$ cat src/rtl/assert_macros.svh
// Assertion helpers for the RTL files; only the top-level file includes them.
`ifndef ASSERT_MACROS_SVH
`define ASSERT_MACROS_SVH

// Clocked check that is switched off while reset is held.
`define BVG_ASSERT(lbl, clk, rstn, prop) \
    lbl: assert property (@(posedge clk) disable iff (!rstn) prop) \
        else $error("battery gauge assertion failed");

// Clocked check that also holds during reset.
`define BVG_ASSERT_ALWAYS(lbl, clk, prop) \
    lbl: assert property (@(posedge clk) prop) \
        else $error("battery gauge assertion failed");

`endif

$ cat src/rtl/bvg_pkg.sv
`default_nettype none
package bvg_pkg;

    localparam int BATCH_SIZE_DEF = 32;
    localparam int TRIM_DEF       = 4;
    localparam int CODE_W         = 12;
    localparam int SUM_W          = 18;
    localparam int PCT_W          = 7;
    localparam int LUT_POINTS     = 12;
    localparam int DIV_NW         = 34;
    localparam int DIV_DW         = 16;
    localparam int CFG_IDX_W      = 3;
    localparam int CFG_DATA_W     = 16;

    localparam logic [15:0] LUT_MV [LUT_POINTS] = '{
        16'd4190, 16'd4100, 16'd4000, 16'd3920, 16'd3850, 16'd3790,
        16'd3730, 16'd3680, 16'd3620, 16'd3500, 16'd3350, 16'd3250
    };
    localparam logic [PCT_W-1:0] LUT_PCT [LUT_POINTS] = '{
        7'd100, 7'd90, 7'd80, 7'd70, 7'd60, 7'd50, 7'd40, 7'd30, 7'd20, 7'd10, 7'd5, 7'd0
    };

    localparam logic [CFG_IDX_W-1:0] REG_DIV_NUM    = 3'd0;
    localparam logic [CFG_IDX_W-1:0] REG_DIV_DEN    = 3'd1;
    localparam logic [CFG_IDX_W-1:0] REG_CAL_NUM    = 3'd2;
    localparam logic [CFG_IDX_W-1:0] REG_CAL_DEN    = 3'd3;
    localparam logic [CFG_IDX_W-1:0] REG_LOW_ENTER  = 3'd4;
    localparam logic [CFG_IDX_W-1:0] REG_LOW_EXIT   = 3'd5;
    localparam logic [CFG_IDX_W-1:0] REG_CRIT_ENTER = 3'd6;
    localparam logic [CFG_IDX_W-1:0] REG_CRIT_EXIT  = 3'd7;

    typedef enum logic [1:0] {
        LVL_UNKNOWN  = 2'd0,
        LVL_NORMAL   = 2'd1,
        LVL_LOW      = 2'd2,
        LVL_CRITICAL = 2'd3
    } level_t;

    typedef enum logic [2:0] {
        F_IDLE,
        F_RANK,
        F_WRITE,
        F_SUM,
        F_PUSH
    } front_state_t;

    typedef enum logic [3:0] {
        B_IDLE,
        B_CHECK,
        B_RAW_AVG,
        B_MV_AVG,
        B_DIV_START,
        B_DIV_WAIT,
        B_MUL,
        B_CAL_START,
        B_CAL_WAIT,
        B_EMA,
        B_PCT,
        B_PCT_START,
        B_PCT_WAIT,
        B_LEVEL,
        B_OUT
    } back_state_t;

    typedef struct packed {
        logic              err;
        logic [SUM_W-1:0]  raw_sum;
        logic [SUM_W-1:0]  mv_sum;
        logic [CODE_W-1:0] raw_min;
        logic [CODE_W-1:0] raw_max;
    } batch_sum_t;

    typedef struct packed {
        logic full;
        logic empty;
    } fifo_status_t;

    typedef struct packed {
        logic [4:0]       div_num;
        logic [4:0]       div_den;
        logic [15:0]      cal_num;
        logic [15:0]      cal_den;
        logic [PCT_W-1:0] low_enter;
        logic [PCT_W-1:0] low_exit;
        logic [PCT_W-1:0] crit_enter;
        logic [PCT_W-1:0] crit_exit;
    } cfg_t;

    typedef struct packed {
        logic              start;
        logic [DIV_NW-1:0] num;
        logic [DIV_DW-1:0] den;
    } div_req_t;

    typedef struct packed {
        logic              done;
        logic [DIV_NW-1:0] quo;
    } div_res_t;

endpackage
`default_nettype wire

$ cat src/rtl/bvg_ram.sv
`default_nettype none
module bvg_ram #(
    parameter int W = 8,
    parameter int D = 32
) (
    input  wire logic                 aclk,
    input  wire logic                 we,
    input  wire logic [$clog2(D)-1:0] waddr,
    input  wire logic [W-1:0]         wdata,
    input  wire logic [$clog2(D)-1:0] raddr,
    output logic      [W-1:0]         rdata
);
    logic [W-1:0] mem_reg [D];

    always_ff @(posedge aclk) begin
        if (we) begin
            mem_reg[waddr] <= wdata;
        end
        rdata <= mem_reg[raddr];
    end
endmodule
`default_nettype wire

$ cat src/rtl/bvg_div.sv
`default_nettype none
module bvg_div import bvg_pkg::*; (
    input  wire logic     aclk,
    input  wire logic     aresetn,
    input  wire div_req_t req,
    output div_res_t      res
);
    localparam int CW = $clog2(DIV_NW + 1);

    logic              busy_reg, done_reg;
    logic [CW-1:0]     cnt_reg;
    logic [DIV_NW-1:0] quo_reg;
    logic [DIV_DW-1:0] rem_reg, den_reg;
    logic [DIV_DW:0]   rem_sh, diff;
    logic              ge;

    assign rem_sh = {rem_reg, quo_reg[DIV_NW-1]};
    assign diff   = rem_sh - {1'b0, den_reg};
    assign ge     = rem_sh >= {1'b0, den_reg};

    always_ff @(posedge aclk) begin
        if (!aresetn) begin
            busy_reg <= 1'b0;
            done_reg <= 1'b0;
            cnt_reg  <= '0;
        end else begin
            done_reg <= 1'b0;
            if (!busy_reg) begin
                if (req.start) begin
                    busy_reg <= 1'b1;
                    cnt_reg  <= CW'(DIV_NW);
                    quo_reg  <= req.num;
                    rem_reg  <= '0;
                    den_reg  <= req.den;
                end
            end else begin
                quo_reg <= {quo_reg[DIV_NW-2:0], ge};
                rem_reg <= ge ? diff[DIV_DW-1:0] : rem_sh[DIV_DW-1:0];
                cnt_reg <= cnt_reg - CW'(1);
                if (cnt_reg == CW'(1)) begin
                    busy_reg <= 1'b0;
                    done_reg <= 1'b1;
                end
            end
        end
    end

    assign res.done = done_reg;
    assign res.quo  = quo_reg;
endmodule
`default_nettype wire

$ cat src/rtl/bvg_fifo.sv
`default_nettype none
module bvg_fifo import bvg_pkg::*; (
    input  wire logic       aclk,
    input  wire logic       aresetn,
    input  wire logic       push,
    input  wire batch_sum_t push_data,
    input  wire logic       pop,
    output batch_sum_t      pop_data,
    output fifo_status_t    status
);
    batch_sum_t mem_reg [2];
    logic       wr_ptr_reg, rd_ptr_reg;
    logic [1:0] cnt_reg;

    always_ff @(posedge aclk) begin
        if (!aresetn) begin
            wr_ptr_reg <= 1'b0;
            rd_ptr_reg <= 1'b0;
            cnt_reg    <= 2'd0;
        end else begin
            if (push) begin
                mem_reg[wr_ptr_reg] <= push_data;
                wr_ptr_reg <= ~wr_ptr_reg;
            end
            if (pop) begin
                rd_ptr_reg <= ~rd_ptr_reg;
            end
            cnt_reg <= cnt_reg + 2'(push) - 2'(pop);
        end
    end

    assign pop_data     = mem_reg[rd_ptr_reg];
    assign status.full  = cnt_reg == 2'd2;
    assign status.empty = cnt_reg == 2'd0;
endmodule
`default_nettype wire

$ cat src/rtl/bvg_front.sv
`default_nettype none
module bvg_front import bvg_pkg::*; #(
    parameter int BATCH_SIZE    = BATCH_SIZE_DEF,
    parameter int TRIM_EACH_END = TRIM_DEF
) (
    input  wire logic              aclk,
    input  wire logic              aresetn,
    input  wire logic              s_valid,
    output logic                   s_ready,
    input  wire logic [CODE_W-1:0] s_raw_code,
    input  wire logic [CODE_W-1:0] s_sample_mv,
    input  wire logic              s_sample_error,
    input  wire fifo_status_t      fifo_st,
    output logic                   push,
    output batch_sum_t             push_data
);
    localparam int IW       = $clog2(BATCH_SIZE);
    localparam int CW       = IW + 1;
    localparam int TRIM_MAX = (BATCH_SIZE - 1) / 2;
    localparam int TRIM_EFF = (TRIM_EACH_END > TRIM_MAX) ? TRIM_MAX : TRIM_EACH_END;
    localparam int KEEP_HI  = BATCH_SIZE - TRIM_EFF;
    localparam int WW       = 2 * CODE_W + IW;

    front_state_t      state_reg, state_next;
    logic [IW-1:0]     k_reg, rd_idx_reg, new_rank_reg;
    logic [CW-1:0]     j_reg;
    logic              rd_vld_reg, rd_vld_next, err_reg;
    logic [CODE_W-1:0] new_raw_reg, new_mv_reg, min_reg, max_reg;
    logic [SUM_W-1:0]  raw_sum_reg, mv_sum_reg;

    logic              ram_we;
    logic [IW-1:0]     ram_waddr, ram_raddr;
    logic [WW-1:0]     ram_wdata, ram_rdata;
    logic [CODE_W-1:0] rd_raw, rd_mv;
    logic [IW-1:0]     rd_rank;
    logic              accept, older_above, kept;

    // Each entry holds a sample and its current rank among the batch so far.
    bvg_ram #(.W(WW), .D(BATCH_SIZE)) u_store (
        .aclk  (aclk),
        .we    (ram_we),
        .waddr (ram_waddr),
        .wdata (ram_wdata),
        .raddr (ram_raddr),
        .rdata (ram_rdata)
    );

    assign rd_raw      = ram_rdata[WW-1 -: CODE_W];
    assign rd_mv       = ram_rdata[IW +: CODE_W];
    assign rd_rank     = ram_rdata[IW-1:0];
    assign accept      = s_valid && s_ready;
    assign older_above = rd_raw > new_raw_reg;
    assign kept        = ({1'b0, rd_rank} >= CW'(TRIM_EFF)) && ({1'b0, rd_rank} < CW'(KEEP_HI));
    assign rd_vld_next = ((state_reg == F_RANK) && (j_reg < {1'b0, k_reg}))
                      || ((state_reg == F_SUM) && (j_reg < CW'(BATCH_SIZE)));

    always_comb begin
        state_next = state_reg;
        unique case (state_reg)
            F_IDLE:  if (accept) state_next = F_RANK;
            F_RANK:  if ((j_reg == {1'b0, k_reg}) && !rd_vld_reg) state_next = F_WRITE;
            F_WRITE: state_next = (k_reg == IW'(BATCH_SIZE - 1)) ? F_SUM : F_IDLE;
            F_SUM:   if ((j_reg == CW'(BATCH_SIZE)) && !rd_vld_reg) state_next = F_PUSH;
            F_PUSH:  if (!fifo_st.full) state_next = F_IDLE;
            default: state_next = F_IDLE;
        endcase
    end

    always_comb begin
        s_ready   = 1'b0;
        push      = 1'b0;
        ram_we    = 1'b0;
        ram_raddr = j_reg[IW-1:0];
        ram_waddr = rd_idx_reg;
        ram_wdata = {rd_raw, rd_mv, rd_rank + IW'(1)};
        unique case (state_reg)
            F_IDLE:  s_ready = 1'b1;
            // An older entry with a larger code moves one place up.
            F_RANK:  ram_we = rd_vld_reg && older_above;
            F_WRITE: begin
                ram_we    = 1'b1;
                ram_waddr = k_reg;
                ram_wdata = {new_raw_reg, new_mv_reg, new_rank_reg};
            end
            F_SUM:   ;
            F_PUSH:  push = !fifo_st.full;
            default: ;
        endcase
    end

    always_ff @(posedge aclk) begin
        if (!aresetn) begin
            state_reg    <= F_IDLE;
            k_reg        <= '0;
            j_reg        <= '0;
            rd_vld_reg   <= 1'b0;
            err_reg      <= 1'b0;
            new_rank_reg <= '0;
            raw_sum_reg  <= '0;
            mv_sum_reg   <= '0;
        end else begin
            state_reg  <= state_next;
            rd_vld_reg <= rd_vld_next;
            rd_idx_reg <= j_reg[IW-1:0];
            unique case (state_reg)
                F_IDLE: begin
                    if (accept) begin
                        new_raw_reg  <= s_raw_code;
                        new_mv_reg   <= s_sample_mv;
                        new_rank_reg <= '0;
                        j_reg        <= '0;
                        err_reg      <= err_reg | s_sample_error;
                    end
                end
                F_RANK: begin
                    if (j_reg < {1'b0, k_reg}) j_reg <= j_reg + CW'(1);
                    // Equal codes keep arrival order, so the new sample ranks after them.
                    if (rd_vld_reg && !older_above) new_rank_reg <= new_rank_reg + IW'(1);
                end
                F_WRITE: begin
                    if (k_reg == IW'(BATCH_SIZE - 1)) j_reg <= '0;
                    else k_reg <= k_reg + IW'(1);
                end
                F_SUM: begin
                    if (j_reg < CW'(BATCH_SIZE)) j_reg <= j_reg + CW'(1);
                    if (rd_vld_reg) begin
                        if (kept) begin
                            raw_sum_reg <= raw_sum_reg + SUM_W'(rd_raw);
                            mv_sum_reg  <= mv_sum_reg + SUM_W'(rd_mv);
                        end
                        if (rd_rank == '0) min_reg <= rd_raw;
                        if (rd_rank == IW'(BATCH_SIZE - 1)) max_reg <= rd_raw;
                    end
                end
                F_PUSH: begin
                    if (!fifo_st.full) begin
                        k_reg       <= '0;
                        err_reg     <= 1'b0;
                        raw_sum_reg <= '0;
                        mv_sum_reg  <= '0;
                    end
                end
                default: ;
            endcase
        end
    end

    assign push_data.err     = err_reg;
    assign push_data.raw_sum = raw_sum_reg;
    assign push_data.mv_sum  = mv_sum_reg;
    assign push_data.raw_min = min_reg;
    assign push_data.raw_max = max_reg;
endmodule
`default_nettype wire

$ cat src/rtl/bvg_back.sv
`default_nettype none
module bvg_back import bvg_pkg::*; #(
    parameter int BATCH_SIZE    = BATCH_SIZE_DEF,
    parameter int TRIM_EACH_END = TRIM_DEF
) (
    input  wire logic         aclk,
    input  wire logic         aresetn,
    input  wire cfg_t         cfg,
    input  wire fifo_status_t fifo_st,
    input  wire batch_sum_t   pop_data,
    output logic              pop,
    output div_req_t          div_req,
    input  wire div_res_t     div_res,
    output logic              m_valid,
    input  wire logic         m_ready,
    output logic              m_status,
    output logic [11:0]       m_raw_mean,
    output logic [11:0]       m_raw_min,
    output logic [11:0]       m_raw_max,
    output logic [11:0]       m_adc_mv,
    output logic [15:0]       m_pack_mv,
    output logic [15:0]       m_smooth_mv,
    output logic [6:0]        m_percent,
    output logic [1:0]        m_level_state,
    output logic              m_level_changed,
    output logic [31:0]       m_sequence_res
);
    localparam int TRIM_MAX = (BATCH_SIZE - 1) / 2;
    localparam int TRIM_EFF = (TRIM_EACH_END > TRIM_MAX) ? TRIM_MAX : TRIM_EACH_END;
    localparam int KEEP     = BATCH_SIZE - 2 * TRIM_EFF;
    localparam int AVG_SH   = SUM_W + $clog2(KEEP);
    localparam int PROD_W   = 2 * SUM_W + 1;
    localparam longint unsigned AVG_MUL =
        ((64'd1 << AVG_SH) + 64'(KEEP) - 64'd1) / 64'(KEEP);

    back_state_t       state_reg, state_next;
    batch_sum_t        sum_reg;
    logic [11:0]       raw_avg_reg, adc_reg;
    logic [16:0]       b1_reg;
    logic [32:0]       prod_reg;
    logic [31:0]       batt_reg, filt_reg, cnt_reg;
    logic [6:0]        pct_reg, pct_base_reg;
    logic [15:0]       pct_num_reg, pct_den_reg;
    level_t            level_reg, lvl_nx;
    logic [34:0]       ema_sum;
    logic [4:0]        dd1;
    logic [15:0]       dd2;
    logic              seg_found, seg_top, seg_bottom;
    logic [3:0]        seg;
    logic [7:0]        pct_sum;
    logic [SUM_W-1:0]  avg_num;
    logic [PROD_W-1:0] avg_prod;

    function automatic logic [15:0] sat16(input logic [31:0] v);
        sat16 = (v > 32'd65535) ? 16'hFFFF : v[15:0];
    endfunction

    function automatic level_t next_level(input level_t cur, input logic [6:0] pct,
                                          input cfg_t c);
        priority if (cur == LVL_CRITICAL && pct < c.low_exit)
            next_level = (pct >= c.crit_exit) ? LVL_LOW : LVL_CRITICAL;
        else if (cur == LVL_LOW && pct < c.low_exit)
            next_level = (pct <= c.crit_enter) ? LVL_CRITICAL : LVL_LOW;
        else if (pct <= c.crit_enter)
            next_level = LVL_CRITICAL;
        else if (pct <= c.low_enter)
            next_level = LVL_LOW;
        else
            next_level = LVL_NORMAL;
    endfunction

    assign dd1     = (cfg.div_den == 5'd0) ? 5'd1 : cfg.div_den;
    assign dd2     = (cfg.cal_den == 16'd0) ? 16'd1 : cfg.cal_den;
    assign ema_sum = ({filt_reg, 3'd0} - 35'(filt_reg)) + 35'(batt_reg) + 35'd4;
    assign lvl_nx  = next_level(level_reg, pct_reg, cfg);
    assign pct_sum = 8'(pct_base_reg) + div_res.quo[7:0];

    // The rounded mean divides by a constant, so it is a multiplication by a rounded-up
    // reciprocal of KEEP; the shift is wide enough to be exact over the whole sum range.
    assign avg_num  = ((state_reg == B_MV_AVG) ? sum_reg.mv_sum : sum_reg.raw_sum)
                    + SUM_W'(KEEP / 2);
    assign avg_prod = PROD_W'(avg_num) * PROD_W'(AVG_MUL);

    // Table segment that holds the filtered voltage; of several matches the lowest index wins.
    always_comb begin
        seg_top    = filt_reg >= 32'(LUT_MV[0]);
        seg_bottom = filt_reg <= 32'(LUT_MV[LUT_POINTS-1]);
        seg_found  = 1'b0;
        seg        = '0;
        for (int i = LUT_POINTS - 2; i >= 0; i--) begin
            if (filt_reg <= 32'(LUT_MV[i]) && filt_reg >= 32'(LUT_MV[i+1])) begin
                seg_found = 1'b1;
                seg       = 4'(i);
            end
        end
    end

    always_comb begin
        state_next = state_reg;
        unique case (state_reg)
            B_IDLE:      if (!fifo_st.empty) state_next = B_CHECK;
            B_CHECK:     state_next = sum_reg.err ? B_OUT : B_RAW_AVG;
            B_RAW_AVG:   state_next = B_MV_AVG;
            B_MV_AVG:    state_next = B_DIV_START;
            B_DIV_START: state_next = B_DIV_WAIT;
            B_DIV_WAIT:  if (div_res.done) state_next = B_MUL;
            B_MUL:       state_next = B_CAL_START;
            B_CAL_START: state_next = B_CAL_WAIT;
            B_CAL_WAIT:  if (div_res.done) state_next = B_EMA;
            B_EMA:       state_next = B_PCT;
            B_PCT:       state_next = (seg_top || seg_bottom || !seg_found) ? B_LEVEL
                                                                          : B_PCT_START;
            B_PCT_START: state_next = B_PCT_WAIT;
            B_PCT_WAIT:  if (div_res.done) state_next = B_LEVEL;
            B_LEVEL:     state_next = B_OUT;
            B_OUT:       if (m_ready) state_next = B_IDLE;
            default:     state_next = B_IDLE;
        endcase
    end

    always_comb begin
        pop           = 1'b0;
        m_valid       = 1'b0;
        div_req.start = 1'b0;
        div_req.num   = '0;
        div_req.den   = '0;
        unique case (state_reg)
            B_IDLE:      pop = !fifo_st.empty;
            B_DIV_START: begin
                div_req.start = 1'b1;
                div_req.num   = DIV_NW'({5'd0, adc_reg} * {12'd0, cfg.div_num})
                              + DIV_NW'(dd1 >> 1);
                div_req.den   = DIV_DW'(dd1);
            end
            B_CAL_START: begin
                div_req.start = 1'b1;
                div_req.num   = DIV_NW'(prod_reg) + DIV_NW'(dd2 >> 1);
                div_req.den   = dd2;
            end
            B_PCT_START: begin
                div_req.start = 1'b1;
                div_req.num   = DIV_NW'(pct_num_reg);
                div_req.den   = pct_den_reg;
            end
            B_OUT:       m_valid = 1'b1;
            default: ;
        endcase
    end

    always_ff @(posedge aclk) begin
        if (!aresetn) begin
            state_reg <= B_IDLE;
            filt_reg  <= '0;
            level_reg <= LVL_UNKNOWN;
            cnt_reg   <= '0;
        end else begin
            state_reg <= state_next;
            unique case (state_reg)
                B_IDLE:     if (!fifo_st.empty) sum_reg <= pop_data;
                B_CHECK: begin
                    if (sum_reg.err) begin
                        m_status        <= 1'b1;
                        m_raw_mean      <= '0;
                        m_raw_min       <= '0;
                        m_raw_max       <= '0;
                        m_adc_mv        <= '0;
                        m_pack_mv       <= '0;
                        m_smooth_mv     <= '0;
                        m_percent       <= '0;
                        m_level_state   <= level_reg;
                        m_level_changed <= 1'b0;
                        m_sequence_res  <= cnt_reg;
                    end
                end
                B_RAW_AVG:  raw_avg_reg <= avg_prod[AVG_SH +: CODE_W];
                B_MV_AVG:   adc_reg <= avg_prod[AVG_SH +: CODE_W];
                B_DIV_WAIT: if (div_res.done) b1_reg <= div_res.quo[16:0];
                B_MUL:      prod_reg <= 33'(b1_reg) * 33'(cfg.cal_num);
                B_CAL_WAIT: begin
                    if (div_res.done) begin
                        batt_reg <= (div_res.quo[DIV_NW-1:32] != '0) ? 32'hFFFF_FFFF
                                                                     : div_res.quo[31:0];
                    end
                end
                // An unseeded average (zero) takes the batch voltage as it is.
                B_EMA:      filt_reg <= (filt_reg == 32'd0) ? batt_reg : ema_sum[34:3];
                B_PCT: begin
                    pct_base_reg <= LUT_PCT[seg + 4'd1];
                    pct_num_reg  <= 16'(8'(filt_reg[15:0] - LUT_MV[seg + 4'd1]))
                                  * 16'(LUT_PCT[seg] - LUT_PCT[seg + 4'd1])
                                  + ((LUT_MV[seg] - LUT_MV[seg + 4'd1]) >> 1);
                    pct_den_reg  <= LUT_MV[seg] - LUT_MV[seg + 4'd1];
                    if (seg_top) pct_reg <= LUT_PCT[0];
                    else if (seg_bottom || !seg_found) pct_reg <= LUT_PCT[LUT_POINTS-1];
                end
                B_PCT_WAIT: begin
                    if (div_res.done) pct_reg <= (pct_sum > 8'd100) ? 7'd100 : pct_sum[6:0];
                end
                B_LEVEL: begin
                    level_reg       <= lvl_nx;
                    cnt_reg         <= cnt_reg + 32'd1;
                    m_status        <= 1'b0;
                    m_raw_mean      <= raw_avg_reg;
                    m_raw_min       <= sum_reg.raw_min;
                    m_raw_max       <= sum_reg.raw_max;
                    m_adc_mv        <= adc_reg;
                    m_pack_mv       <= sat16(batt_reg);
                    m_smooth_mv     <= sat16(filt_reg);
                    m_percent       <= pct_reg;
                    m_level_state   <= lvl_nx;
                    m_level_changed <= lvl_nx != level_reg;
                    m_sequence_res  <= cnt_reg + 32'd1;
                end
                default: ;
            endcase
        end
    end
endmodule
`default_nettype wire

$ cat src/rtl/battery_voltage_gauge.sv
`default_nettype none
`include "assert_macros.svh"
// Battery voltage gauge. Samples (raw code, millivolts, error flag) arrive as requests on the
// s_ channel; every BATCH_SIZE samples give one result request on the m_ channel. Sample k of a
// batch (k counted from 0) is ranked against the k samples stored before it, one stored entry
// per cycle through the sample memory's single read port, and the input is not ready again
// until that sample is written back; the last sample of a batch adds a sweep over the whole
// memory that forms the trimmed sums, after which the batch summary enters a two-entry queue.
// The back end then spends most of each batch in up to three passes of a 34-step shared
// divider, and runs in parallel with the collection of the next batch. Configuration must be
// written through cfg_we, cfg_index and cfg_data only while no batch is in flight; the block
// does not enforce this. Zero denominators act as one.
module battery_voltage_gauge import bvg_pkg::*; #(
    parameter int BATCH_SIZE    = BATCH_SIZE_DEF,
    parameter int TRIM_EACH_END = TRIM_DEF
) (
    input  wire logic                  aclk,
    input  wire logic                  aresetn,
    input  wire logic                  cfg_we,
    input  wire logic [CFG_IDX_W-1:0]  cfg_index,
    input  wire logic [CFG_DATA_W-1:0] cfg_data,
    input  wire logic                  s_valid,
    output logic                       s_ready,
    input  wire logic [11:0]           s_raw_code,
    input  wire logic [11:0]           s_sample_mv,
    input  wire logic                  s_sample_error,
    output logic                       m_valid,
    input  wire logic                  m_ready,
    output logic                       m_status,
    output logic [11:0]                m_raw_mean,
    output logic [11:0]                m_raw_min,
    output logic [11:0]                m_raw_max,
    output logic [11:0]                m_adc_mv,
    output logic [15:0]                m_pack_mv,
    output logic [15:0]                m_smooth_mv,
    output logic [6:0]                 m_percent,
    output logic [1:0]                 m_level_state,
    output logic                       m_level_changed,
    output logic [31:0]                m_sequence_res
);
    cfg_t         cfg_reg;
    fifo_status_t fifo_st;
    batch_sum_t   push_data, pop_data;
    logic         push, pop;
    div_req_t     div_req;
    div_res_t     div_res;

    always_ff @(posedge aclk) begin
        if (!aresetn) begin
            cfg_reg.div_num    <= 5'd2;
            cfg_reg.div_den    <= 5'd1;
            cfg_reg.cal_num    <= 16'd10000;
            cfg_reg.cal_den    <= 16'd10000;
            cfg_reg.low_enter  <= 7'd15;
            cfg_reg.low_exit   <= 7'd17;
            cfg_reg.crit_enter <= 7'd5;
            cfg_reg.crit_exit  <= 7'd7;
        end else if (cfg_we) begin
            unique case (cfg_index)
                REG_DIV_NUM:    cfg_reg.div_num    <= cfg_data[4:0];
                REG_DIV_DEN:    cfg_reg.div_den    <= cfg_data[4:0];
                REG_CAL_NUM:    cfg_reg.cal_num    <= cfg_data;
                REG_CAL_DEN:    cfg_reg.cal_den    <= cfg_data;
                REG_LOW_ENTER:  cfg_reg.low_enter  <= cfg_data[6:0];
                REG_LOW_EXIT:   cfg_reg.low_exit   <= cfg_data[6:0];
                REG_CRIT_ENTER: cfg_reg.crit_enter <= cfg_data[6:0];
                REG_CRIT_EXIT:  cfg_reg.crit_exit  <= cfg_data[6:0];
                default: ;
            endcase
        end
    end

    bvg_front #(.BATCH_SIZE(BATCH_SIZE), .TRIM_EACH_END(TRIM_EACH_END)) u_front (
        .aclk           (aclk),
        .aresetn        (aresetn),
        .s_valid        (s_valid),
        .s_ready        (s_ready),
        .s_raw_code     (s_raw_code),
        .s_sample_mv    (s_sample_mv),
        .s_sample_error (s_sample_error),
        .fifo_st        (fifo_st),
        .push           (push),
        .push_data      (push_data)
    );

    bvg_fifo u_fifo (
        .aclk      (aclk),
        .aresetn   (aresetn),
        .push      (push),
        .push_data (push_data),
        .pop       (pop),
        .pop_data  (pop_data),
        .status    (fifo_st)
    );

    bvg_div u_div (
        .aclk    (aclk),
        .aresetn (aresetn),
        .req     (div_req),
        .res     (div_res)
    );

    bvg_back #(.BATCH_SIZE(BATCH_SIZE), .TRIM_EACH_END(TRIM_EACH_END)) u_back (
        .aclk            (aclk),
        .aresetn         (aresetn),
        .cfg             (cfg_reg),
        .fifo_st         (fifo_st),
        .pop_data        (pop_data),
        .pop             (pop),
        .div_req         (div_req),
        .div_res         (div_res),
        .m_valid         (m_valid),
        .m_ready         (m_ready),
        .m_status        (m_status),
        .m_raw_mean      (m_raw_mean),
        .m_raw_min       (m_raw_min),
        .m_raw_max       (m_raw_max),
        .m_adc_mv        (m_adc_mv),
        .m_pack_mv       (m_pack_mv),
        .m_smooth_mv     (m_smooth_mv),
        .m_percent       (m_percent),
        .m_level_state   (m_level_state),
        .m_level_changed (m_level_changed),
        .m_sequence_res  (m_sequence_res)
    );

    `BVG_ASSERT_ALWAYS(a_reset_idle, aclk, !aresetn |=> !m_valid)
    `BVG_ASSERT(a_fifo_flags, aclk, aresetn, !(fifo_st.full && fifo_st.empty))
    `BVG_ASSERT(a_abort_clear, aclk, aresetn, (m_valid && m_status) |-> (m_smooth_mv == 16'd0))
    `BVG_ASSERT(a_pct_range, aclk, aresetn, (m_valid && !m_status) |-> (m_percent <= 7'd100))
    `BVG_ASSERT(a_min_max, aclk, aresetn, ($rose(m_valid) && !m_status) |-> (m_raw_min <= m_raw_max))
endmodule
`default_nettype wire

$ cat config.mk
export PLATFORM = sky130hd
export DESIGN_NAME = battery_voltage_gauge
export DESIGN_NICKNAME = d
export VERILOG_FILES = /design/src/rtl/bvg_pkg.sv /design/src/rtl/bvg_ram.sv /design/src/rtl/bvg_div.sv /design/src/rtl/bvg_fifo.sv /design/src/rtl/bvg_front.sv /design/src/rtl/bvg_back.sv /design/src/rtl/battery_voltage_gauge.sv
export VERILOG_INCLUDE_DIRS = /design/src /design/src/rtl
export SDC_FILE = /design/constraint.sdc
export NUM_CORES = 2
export LEC_CHECK = 0
export ABC_AREA = 0
export BUFFER_PORTS_ARGS = -buffer_cell sky130_fd_sc_hd__clkbuf_2
export CELL_PAD_IN_SITES_DETAIL_PLACEMENT = 1
export CELL_PAD_IN_SITES_GLOBAL_PLACEMENT = 1
export CORE_AREA = 4 4 566 568
export CTS_BUF_LIST = sky130_fd_sc_hd__clkbuf_2 sky130_fd_sc_hd__clkbuf_4 sky130_fd_sc_hd__clkbuf_8
export CTS_CLUSTER_DIAMETER = 30
export DETAILED_ROUTE_END_ITERATION = 8
export DIE_AREA = 0 0 570 572
export MAX_ROUTING_LAYER = met4
export PLACE_DENSITY = 0.59
export SYNTH_ARGS = -nofsm -noshare
export SYNTH_HDL_FRONTEND = slang
export SYNTH_SLANG_ARGS = --single-unit
$ cat constraint.sdc
create_clock -name aclk -period 25.2 [get_ports aclk]
set_input_delay 5.04 -clock aclk [delete_from_list [all_inputs] [get_ports aclk]]
set_output_delay 5.04 -clock aclk [all_outputs]
set_load 0.01 [all_outputs]
==> key figures <==
Timing
  • Fmax: 83.3 MHz
  • RSZ-0062 raised after global routing: no
  • Worst-margin pin slew: around 1.2 ns
  • Fin. Hold Viols: 0
  • Clk_skew: 0.0723 ns
  • Max-slew violations: 0
  • Period Utilization, post-route: approximately 48%
  • Endpoints failing setup: 0
  • Slew margin rel.: between 15 and 20%
  • Setup_tns: 0 ns
  • Final min period: about 12 ns
  • Final worst slack: 13.19 ns

Yosys
  • Yosys cell types: roughly 110
  • Post-synth top area cell: edfxtp_1
  • Avg Cell Area, Syn: 13.2 um2
  • Post-Syn Area: 94300 um2
  • Post-synthesis sequential area ratio: 52.9%
  • Synth warn: 0
  • Mapped Cells: 7160
  • Synth async-reset ratio: 0%
  • Ys flop type: edfxtp_1
  • Post-synth EDFFs: 1504
  • Syn_nets: 8169
  • Flops & latches, synth: 1742
  • Top cells by area, synth: edfxtp_1 48%, fa_1 9.7%, mux4_2 6.9%
  • Synth top area share: 47.9%

Clock network
  • Total clock buffers created by CTS: 390
  • H-tree depth: 5
  • Post-CTS Setup Bufs: 0
  • CTS Sinks: about 1700
  • CTS Hold Bufs: 0
  • CTS tree: built
  • CTS root buf: clkbuf_8
  • Maximum clock path buffer count: 4
  • Clk slew on worst S/H paths: 0.06 ns
  • Clk_lat worst skew: 1.07 ns
  • Post-CTS resize count: 0

Layout
  • Fin cells: 12040
  • Layout Nets: 8545
  • Commonest non-fill, non-tap cell in the layout: edfxtp_1
  • Layout area overhead: 16.1%
  • Share of cells above drive strength 1: 18.9%
  • Max FFs per register: slightly above 900
  • Commonest non-fill, non-tap cells in the layout: 1504 x edfxtp_1, 823 x inv_1, 609 x nand2_1, 501 x ha_1, 459 x fa_1

Setup path
  • Crit. End Element: register
  • Max FO, Critical Path: 31
  • CP Launch Type: register
  • Crit path largest cell delay: 0.79 ns
  • Crit path required time: 25.97 ns
  • Flop2flop setup slack: 13.19 ns
  • Worst path slowest cell: xnor2_1
  • WP data arrival: roughly 13 ns
  • CP most frequent cell: inv_1
  • Type of the worst setup path: reg -> reg

Detailed routing
  • WL final: around 280000 um
  • Iteration-0 DRC Markers: about 4000
  • Routed len/inst: between 20 and 25 um
  • Vias post-DR: 59641
  • Antenna Nets Post-Route: 0
  • DR DRC count: 0
  • Vias/cell: 4.95
  • First-pass DRT Iterations: 7

Place
  • Placed cell count: between 10000 and 15000
  • I/O Buffers: roughly 170
  • Worst slack at placement: 13.38 ns
  • Final estimated routing congestion in global placement: 0.855
  • Post-DP HPWL: around 190000 um

Floorplanning
  • Die outline height: 572 um
  • Site Rows: 206
  • DIE AREA: 326000 um2
  • I/O pins: between 150 and 200
  • Initial Util: 30.0%
  • Core area: 315000 um2
  • Die W: 570 um

Global route
  • Number of global-route vias before repair: ~65000
  • Grt ovf: 0
  • First-pass GRT wire length: 420000 um
  • Largest net degree at the start of global routing: roughly 140
  • Gr usage total: 17.5%
  • Initial antenna violation count: 13

Status
  • Status: completed

Min path
  • Tightest Hold Check Type: reg -> reg

Run
  • Max_cap viols: 0
## cell usage after synthesis (all sizes together) (15+ instances only)
cell,n
edfxtp,1504
ha,501
mux2i,49
or3,66
clkbuf,244
nor2,374
inv,824
o22ai,15
mux2,97
fa,459
or2,35
nand2,611
xnor2,141
nand2b,44
and4,16
a21boi,19
nand4,58
and3,44
o21a,44
buf,40
nor3,91
o21ai,158
dfxtp,238
a31oi,48
a21o,76
a21oi,243
nor2b,50
a211oi,42
mux4,290
nor4,34
o211ai,24
xor2,90
and2,243
o21bai,25
o31ai,27
a22oi,25
nand3,107
## path summary, 6_finish.rpt
kind / startpoint / to / depth (start not counted)
min reg2reg: u_front.max_reg[10]$_DFFE_PP_ / u_fifo.mem_reg[0][10]$_DFFE_PP_ / 0
max: u_back.filt_reg[19]$_SDFFE_PN0P_ / u_back.pct_num_reg[15]$_DFFE_PP_ / 39
max reg2reg: u_back.filt_reg[19]$_SDFFE_PN0P_ / u_back.pct_num_reg[15]$_DFFE_PP_ / 39
min: u_front.max_reg[10]$_DFFE_PP_ / u_fifo.mem_reg[0][10]$_DFFE_PP_ / 0
## layer usage
metal	vias up	share of wire [%]	track usage, %
met5	-	0	-
met4	0	3.1	5.31
met2	1537	49	28.6
met1	31138	43	22.5
li1	26495	-	-
met3	471	5.0	2.54
## metrics by stage
stage,cell area [um2],hold slack [ns],utilization [%]
2_1_floorplan,94300,0.421,-
3_3_place_gp,100000,0.423,31.9
3_5_place_dp,100000,0.435,31.9
4_1_cts,110000,0.444,34.8
5_1_grt,110000,0.456,34.8
6_report,110000,0.444,34.8
## critical path: cells and delay by family, from the launching register on
family | cells | cell delay [ns]
simple gates | 9 | 3.23
compound gates | 14 | 3.37
flops | 1 | 0.35
buf+inv | 7 | 0.91
xor+xnor | 2 | 0.93
fa+ha+maj | 7 | 2.91
## kinds of logic after synthesis
logic type,share of synthesized area (%)
AOI/OAI and AO/OA,6.18
xor gates and xnor gates,2.15
adders and majority gates,16.4
buffers and inverters,4.44
DFF,52.9
muxes,8.60
and+or+nand+nor,9.32
## cell type report
class | count | area (um2)
timing repair buffer | 268 | 1610
antenna | 3 | 7.51
tap | 4160 | 5200
clock buffer | 488 | 6280
multi-input combinational | 4308 | 40600
sequential | 1742 | 49900
fill | 33566 | 205000
inverter | 826 | 3110
clock inverter | 245 | 2760
Power is left out: the tool's default activity adds up to more than one toggle a clock period on the data nets, which glitch-free logic cannot reach.
